## src/hw/rtl/spq_pkg.sv

```systemverilog
`timescale 1ns / 1ps
// ----------------------------------------------------------------------------
// spq_pkg: shared types for the sorted priority queue
// Command/response payloads, opcode and status codes, the slot entry type and the cell control broadcast.
// ----------------------------------------------------------------------------
package spq_pkg;

	// Default number of slots in the chain
	localparam int QUEUE_DEPTH_DEF = 16;

	typedef enum logic {
		OP_INSERT = 1'b0,
		OP_REMOVE = 1'b1
	} opcode_t;

	typedef enum logic [1:0] {
		ST_OK        = 2'd0,
		ST_UNDERFLOW = 2'd1,
		ST_OVERFLOW  = 2'd2
	} status_t;

	// One held entry
	typedef struct packed {
		logic signed [31:0] value;
		logic signed [15:0] rank;
	} entry_t;

	// Command transaction
	typedef struct packed {
		opcode_t            opcode;
		logic signed [31:0] value;
		logic signed [15:0] rank;
	} cmd_t;

	// Response transaction
	typedef struct packed {
		status_t            status;
		logic signed [31:0] head_value;
		logic signed [15:0] head_rank;
		logic               is_empty;
		logic [4:0]         occupancy;
	} rsp_t;

	// Broadcast from the controller to every cell
	typedef struct packed {
		logic   update;  // commit this cycle
		logic   insert;  // 1 insert, 0 remove
		entry_t item;    // entry being inserted
	} cell_ctrl_t;

endpackage

```

## src/hw/rtl/spq_cell.sv

```systemverilog
`timescale 1ns / 1ps
// ----------------------------------------------------------------------------
// spq_cell: one slot of the sorted chain
// Holds one entry. On insert it keeps its entry, takes the new one, or takes
// its left neighbor's; on remove it takes its right neighbor's.
// ----------------------------------------------------------------------------
module spq_cell (
	input  logic               clk,
	input  spq_pkg::cell_ctrl_t ctrl,
	input  logic               slot_valid,
	input  logic               prev_keep,
	input  spq_pkg::entry_t    prev_entry,
	input  spq_pkg::entry_t    next_entry,
	output logic               keep,
	output spq_pkg::entry_t    entry_q
);
	import spq_pkg::*;

	entry_t entry_d;

	// Entry stays in place when it ranks at or before the new item
	assign keep = slot_valid && ($signed(entry_q.rank) <= $signed(ctrl.item.rank));

	// Next entry selection
	always_comb begin
		if (ctrl.insert) begin
			if (keep) begin
				entry_d = entry_q;
			end else if (prev_keep) begin
				entry_d = ctrl.item;
			end else begin
				entry_d = prev_entry;
			end
		end else begin
			entry_d = next_entry;
		end
	end

	// Slot storage, payload only
	always_ff @(posedge clk) begin
		if (ctrl.update) begin
			entry_q <= entry_d;
		end
	end

endmodule

```

## src/hw/rtl/sorted_priority_queue.sv

```systemverilog
`timescale 1ns / 1ps
// ----------------------------------------------------------------------------
// sorted_priority_queue: bounded priority queue kept in sorted order
// Chain of slot cells plus a fill counter and a registered response stage.
// ----------------------------------------------------------------------------
// For every command, all cells compare the new rank in parallel
// and shift left or right together, so a command is accepted in every cycle
// the response register is free or being drained, and its response appears
// on the next cycle. Lower rank leaves first; equal ranks leave in arrival
// order. Insert into a full queue is dropped with status overflow; remove
// from an empty queue returns status underflow with zero head fields. Every
// response carries the empty flag and occupancy after the command
// (occupancy is the low five bits of the fill count).
module sorted_priority_queue #(
	parameter int QUEUE_DEPTH = spq_pkg::QUEUE_DEPTH_DEF
) (
	input  logic          clk,
	input  logic          arst_n,
	input  logic          cmd_valid,
	output logic          cmd_ready,
	input  spq_pkg::cmd_t cmd,
	output logic          rsp_valid,
	input  logic          rsp_ready,
	output spq_pkg::rsp_t rsp
);
	import spq_pkg::*;

	localparam int CNT_W = $clog2(QUEUE_DEPTH + 1);

	logic [CNT_W-1:0] fill_q;
	logic [CNT_W-1:0] fill_d;
	logic             rsp_valid_q;
	rsp_t             rsp_q;
	rsp_t             rsp_d;
	logic             fire;
	logic             is_full;
	logic             is_emp;
	cell_ctrl_t       ctrl;

	logic   [QUEUE_DEPTH-1:0] slot_valid;
	logic   [QUEUE_DEPTH-1:0] keep;
	entry_t                   entry [QUEUE_DEPTH];

	// Handshake: response register frees up as it drains
	assign cmd_ready = !rsp_valid_q || rsp_ready;
	assign fire      = cmd_valid && cmd_ready;
	assign rsp_valid = rsp_valid_q;
	assign rsp       = rsp_q;

	assign is_full = (fill_q == CNT_W'(QUEUE_DEPTH));
	assign is_emp  = (fill_q == '0);

	// Command decode and response build
	always_comb begin
		ctrl.insert     = (cmd.opcode == OP_INSERT);
		ctrl.item.value = cmd.value;
		ctrl.item.rank  = cmd.rank;
		ctrl.update     = 1'b0;
		fill_d          = fill_q;
		rsp_d.status     = ST_OK;
		rsp_d.head_value = '0;
		rsp_d.head_rank  = '0;
		if (ctrl.insert) begin
			if (is_full) begin
				rsp_d.status = ST_OVERFLOW;
			end else begin
				ctrl.update = fire;
				fill_d      = fill_q + 1'b1;
			end
		end else begin
			if (is_emp) begin
				rsp_d.status = ST_UNDERFLOW;
			end else begin
				ctrl.update      = fire;
				fill_d           = fill_q - 1'b1;
				rsp_d.head_value = entry[0].value;
				rsp_d.head_rank  = entry[0].rank;
			end
		end
		rsp_d.is_empty  = (fill_d == '0);
		rsp_d.occupancy = 5'(fill_d);
	end

	// Cell chain
	for (genvar i = 0; i < QUEUE_DEPTH; i++) begin : g_cell
		logic   pk;
		entry_t pe;
		entry_t ne;

		assign slot_valid[i] = (CNT_W'(i) < fill_q);

		if (i == 0) begin : g_head
			assign pk = 1'b1;
			assign pe = '0;
		end else begin : g_body
			assign pk = keep[i-1];
			assign pe = entry[i-1];
		end

		if (i == QUEUE_DEPTH - 1) begin : g_tail
			assign ne = '0;
		end else begin : g_mid
			assign ne = entry[i+1];
		end

		spq_cell u_cell (
			.clk        (clk),
			.ctrl       (ctrl),
			.slot_valid (slot_valid[i]),
			.prev_keep  (pk),
			.prev_entry (pe),
			.next_entry (ne),
			.keep       (keep[i]),
			.entry_q    (entry[i])
		);
	end

	// Control state
	always_ff @(posedge clk or negedge arst_n) begin
		if (!arst_n) begin
			fill_q      <= '0;
			rsp_valid_q <= 1'b0;
		end else begin
			if (fire) begin
				fill_q      <= fill_d;
				rsp_valid_q <= 1'b1;
			end else if (rsp_ready) begin
				rsp_valid_q <= 1'b0;
			end
		end
	end

	// Response payload
	always_ff @(posedge clk) begin
		if (fire) begin
			rsp_q <= rsp_d;
		end
	end

endmodule
```

## config.mk

```make
export PLATFORM = sky130hd
export DESIGN_NAME = sorted_priority_queue
export DESIGN_NICKNAME = d
export VERILOG_FILES = /design/src/hw/rtl/spq_pkg.sv /design/src/hw/rtl/spq_cell.sv /design/src/hw/rtl/sorted_priority_queue.sv
export SDC_FILE = /design/constraint.sdc
export NUM_CORES = 2
export LEC_CHECK = 0
export BUFFER_PORTS_ARGS = -buffer_cell sky130_fd_sc_hd__buf_2
export CORE_MARGIN = 5
export CORE_UTILIZATION = 34
export CTS_CLUSTER_DIAMETER = 40
export DETAILED_ROUTE_END_ITERATION = 7
export MAX_ROUTING_LAYER = met4
export PLACE_DENSITY = 0.6
export SETUP_SLACK_MARGIN = 0.15
export SLEW_MARGIN = 25
export SYNTH_ARGS = -nofsm -noshare
export SYNTH_HDL_FRONTEND = slang
export SYNTH_HIERARCHICAL = 1
export SYNTH_SLANG_ARGS = --single-unit
```

## constraint.sdc

```tcl
create_clock -name clk -period 17.56 [get_ports clk]
set_clock_uncertainty 0.15 [all_clocks]
set_input_delay 3.512 -clock clk [delete_from_list [all_inputs] [get_ports clk]]
set_output_delay 3.512 -clock clk [all_outputs]
set_load 0.05 [all_outputs]
```

**Word-level counts from Yosys, hierarchy flattened**

Index checks and enable logic that the tools add are counted.

- Output and inout bits: 58
- Logic and storage cells: 187
- Bits of input ports: 53
- Bits in registers: 830

- Add/sub/neg operators: 2
- Reductions and logical operators: 39
- Equality and inequality tests: 17
- Magnitude comparators: 32
- Multiplexer cells: 57
- Bitwise logic cells: 1

Operator list:

| kind | count |
|---|---|
| $mux W48 | 46 |
| $le A16 B16 Y1 | 16 |
| $lt A4 B5 Y1 const A | 8 |
| $ne A2 B2 Y1 const B | 16 |
| $reduce_and A2 Y1 | 16 |
| $lt A3 B5 Y1 const A | 4 |
| $logic_and A1 B1 Y1 | 17 |
| $mux W5 | 3 |
| $logic_not A5 Y1 | 2 |
| $lt A1 B5 Y1 const A | 2 |
| $lt A2 B5 Y1 const A | 2 |
| $mux W1 | 6 |
| $add A5 B1 Y5 const B | 1 |
| $eq A5 B5 Y1 const B | 1 |
| $sub A5 B1 Y5 const B | 1 |
| $mux W2 | 2 |
| $reduce_bool A2 Y1 | 1 |
| $reduce_or A2 Y1 | 1 |
| $logic_not A1 Y1 | 1 |
| $logic_or A1 B1 Y1 | 1 |
| $not A1 Y1 | 1 |

**Depth between registers and ports, before layout**

- Depth after elaboration: 6
- Mapped depth: 12
- Mapped depth without buffers: 9

**Hierarchy**

The synthesis kept the hierarchy.

Modules (own cells, without submodules):

| module | area an instance (µm²) | cells an instance | times used | sequential area each (µm²) |
|---|---|---|---|---|
| spq_cell (g_cell[0].u_cell ...) | 2,877.8 | 276 | 10 | 1,441.4 |
| spq_cell (g_cell[4].u_cell ...) | 2,871.5 | 269 | 6 | 1,441.4 |
| sorted_priority_queue | 2,813.9 | 211 | 1 | 1,831.8 |

**Least setup slack after synthesis**

OpenSTA, ideal clock, no wires.

- Path type: input to register
- Start point: input rsp_ready
- End point: register g_cell[0].u_cell/entry_q[0] (netlist bit), enable pin
- Stages on the path: 5
- Library setup time: 0.526 ns
- Path buffers: 0
- Data required time: 16.884 ns
- Slack: 8.122 ns
- Arrival: 8.762 ns
- Cell sequence: nand2b_1 nand2_1 nor2_1 nand2_1 o31ai_1

RTL lines:

| element | line | RTL |
|---|---|---|
| start, declared | sorted_priority_queue.sv:23 | `input logic rsp_ready,` |
| end signal, assigned | spq_cell.sv:42 | `entry_q <= entry_d;` |
| end, declared | spq_cell.sv:15 | `output spq_pkg::entry_t entry_q` |

**Worst setup path after layout**

- Start point: input rsp_ready
- End point: output cmd_ready

- Longest elaborated chain between the ends: 1

RTL lines:

| element | line | RTL |
|---|---|---|
| $logic_or A1 B1 Y1 | sorted_priority_queue.sv:45 | `assign cmd_ready = !rsp_valid_q \|\| rsp_ready;` |
| end, declared | sorted_priority_queue.sv:20 | `output logic cmd_ready,` |

Every way passes these cells.

==> flow_summary.toml <==
[setup_path]
critPathArrivalTime_ns = 3.98
crit_path_start_kind = "primary input"
endpoint_kind = "output pin"
crit_required_ns = 13.90
crit_fanout = 3
path_class = "in2out"

[sta]
relSlewSlack = 0.268
period_share = 0.435
tightest_slew_ns = 1.10
slew_violations = 0
fmax_ghz = 0.131
finalCriticalPeriod_ns = 7.64
finalSetupViolations = 0
fin_setup_tns_ns = 0
rsz0062_at_grt = "no"
hold_viol = 0

[route]
wire_per_inst_um = 18.1
remaining_drc_errors = 0
drt_first_iter_violations = 2509
vias_per_cell = 5.03
dr.pass1.iters = 5
vias = 33900
antenna_left = 0
drt_wl_total_um = 122000

[final_layout]
nets = 5011
syn_to_final_growth_pct = 15.5
drive_gt1_frac = 0.100
layout_common_cells = "a21oi_1 (859), edfxtp_1 (824), nor2_1 (800)"
fill_cells = 13800
fin_util = 0.394
fin_area_mm2 = 0.0563
final_common_cell = "a21oi_1"

[die]
core_mm2 = 0.143
fp-row-count = 139
die_x_um = 389
boundaryPins = 111
initial_core_util = 0.341
dieArea_mm2 = 0.151
die_h_um = 389

[global_routing]
grt_pass1_vias = 33100
antenna_found_initial = 24
grt_max_degree = 290
track_usage = 0.161
grt_pass1_wl_um = 191000
gr-total-overflow = 0

[synthesis]
yosys_warnings = 6
synth_cells = 4581
syn_area_mm2 = 0.0488
avgSynthCellArea_um2 = 10.7

[clock_network]
cts.htree.levels = 4
clk_path_buf_depth = 3
hold_buffers = 0
cts_tree = "done"
insertion_delay_ns = 0.74
cts_inserted_buffers = 136
clk_pin_slew_ns = 0.05
cts_root_buf = "clkbuf_16"
cts-resized-gates = 0
cts_setup_buffers = 0
clock-sinks = 830

[power]
peakVddDrop_mv = 0.101
p_leak_uw = 0.0215
power.total_uw = 8060
cellPowerDensity_mw_per_mm2 = 143

[place]
port_buffers = 110
dp_hpwl_um = 78900
postPlaceCellArea_mm2 = 0.0516
routabilityCongestion = 0.809

[run]
cap_violations = 0

[status]
status = "finished, final reports clean"

[worst_hold_path]
hp-class = "reg2reg"
critical path, cell delays in order:
cell	delay [ns]
buf_2	0.09
nand2b_1	0.15
buf_2	0.22
power by group:
part           switching, uW  leakage (uW)  internal [uW]
Sequential               259       0.00778           2790
Combinational           1400        0.0115            886
Clock                    990       0.00223           1740
Total                   2650        0.0215           5420
metrics by stage:
| stage | hold WS [ns] | cells | setup WS (ns) |
|---|---|---|---|
| 2_1_floorplan | 0.374 | 4676 | 8.12 |
| 3_3_place_gp | 0.356 | 6460 | 9.81 |
| 5_1_grt | 0.408 | 6724 | 9.90 |
| 4_1_cts | 0.382 | 6707 | 9.91 |
| 3_5_place_dp | 0.368 | 6460 | 9.73 |
| 6_report | 0.374 | 6725 | 9.92 |
routing by layer:
metal | vias to the layer above | wire length (um) | share of wire | GRT usage
li1 | 16900 | - | - | -
met1 | 15900 | 57900 | 0.48 | 0.220
met2 | 816 | 54300 | 0.45 | 0.245
met3 | 180 | 6680 | 0.055 | 0.0298
met4 | 0 | 2640 | 0.022 | 0.0458
met5 | - | 0 | 0 | -
final cells by class:
| type | count | area [um^2] | share of cell area |
|---|---|---|---|
| tap | 1903 | 2380 | 0.0423 |
| antenna | 15 | 37.5 | 0.000666 |
| clock buffer | 154 | 3560 | 0.0631 |
| sequential | 830 | 24900 | 0.442 |
| multi-input combinational | 3274 | 22200 | 0.394 |
| clock inverter | 93 | 1100 | 0.0196 |
| inverter | 287 | 1080 | 0.0193 |
| timing repair buffer | 169 | 1080 | 0.0191 |
state kept, by name, summed over array words and instances (netlist names):
name                   count
g_cell.u_cell/entry_q    768
rsp                       56
rsp_valid                  1
fill_q                     5
final timing paths:
kind	from	end	slack, ns	cells after the start
worst max-delay path	rsp_ready	cmd_ready	9.92	3
worst min-delay path	rsp_valid	rsp_valid	0.37	2
worst max register to register	fill_q[1]	g_cell[2].u_cell/entry_q[28]	13.42	7
worst min register to register	rsp_valid	rsp_valid	0.37	2
max in group asynchronous	arst_n	fill_q[2]	14.67	1
min in group asynchronous	arst_n	rsp_valid	2.44	1
Note: power is estimated with default switching activity, not from simulation.
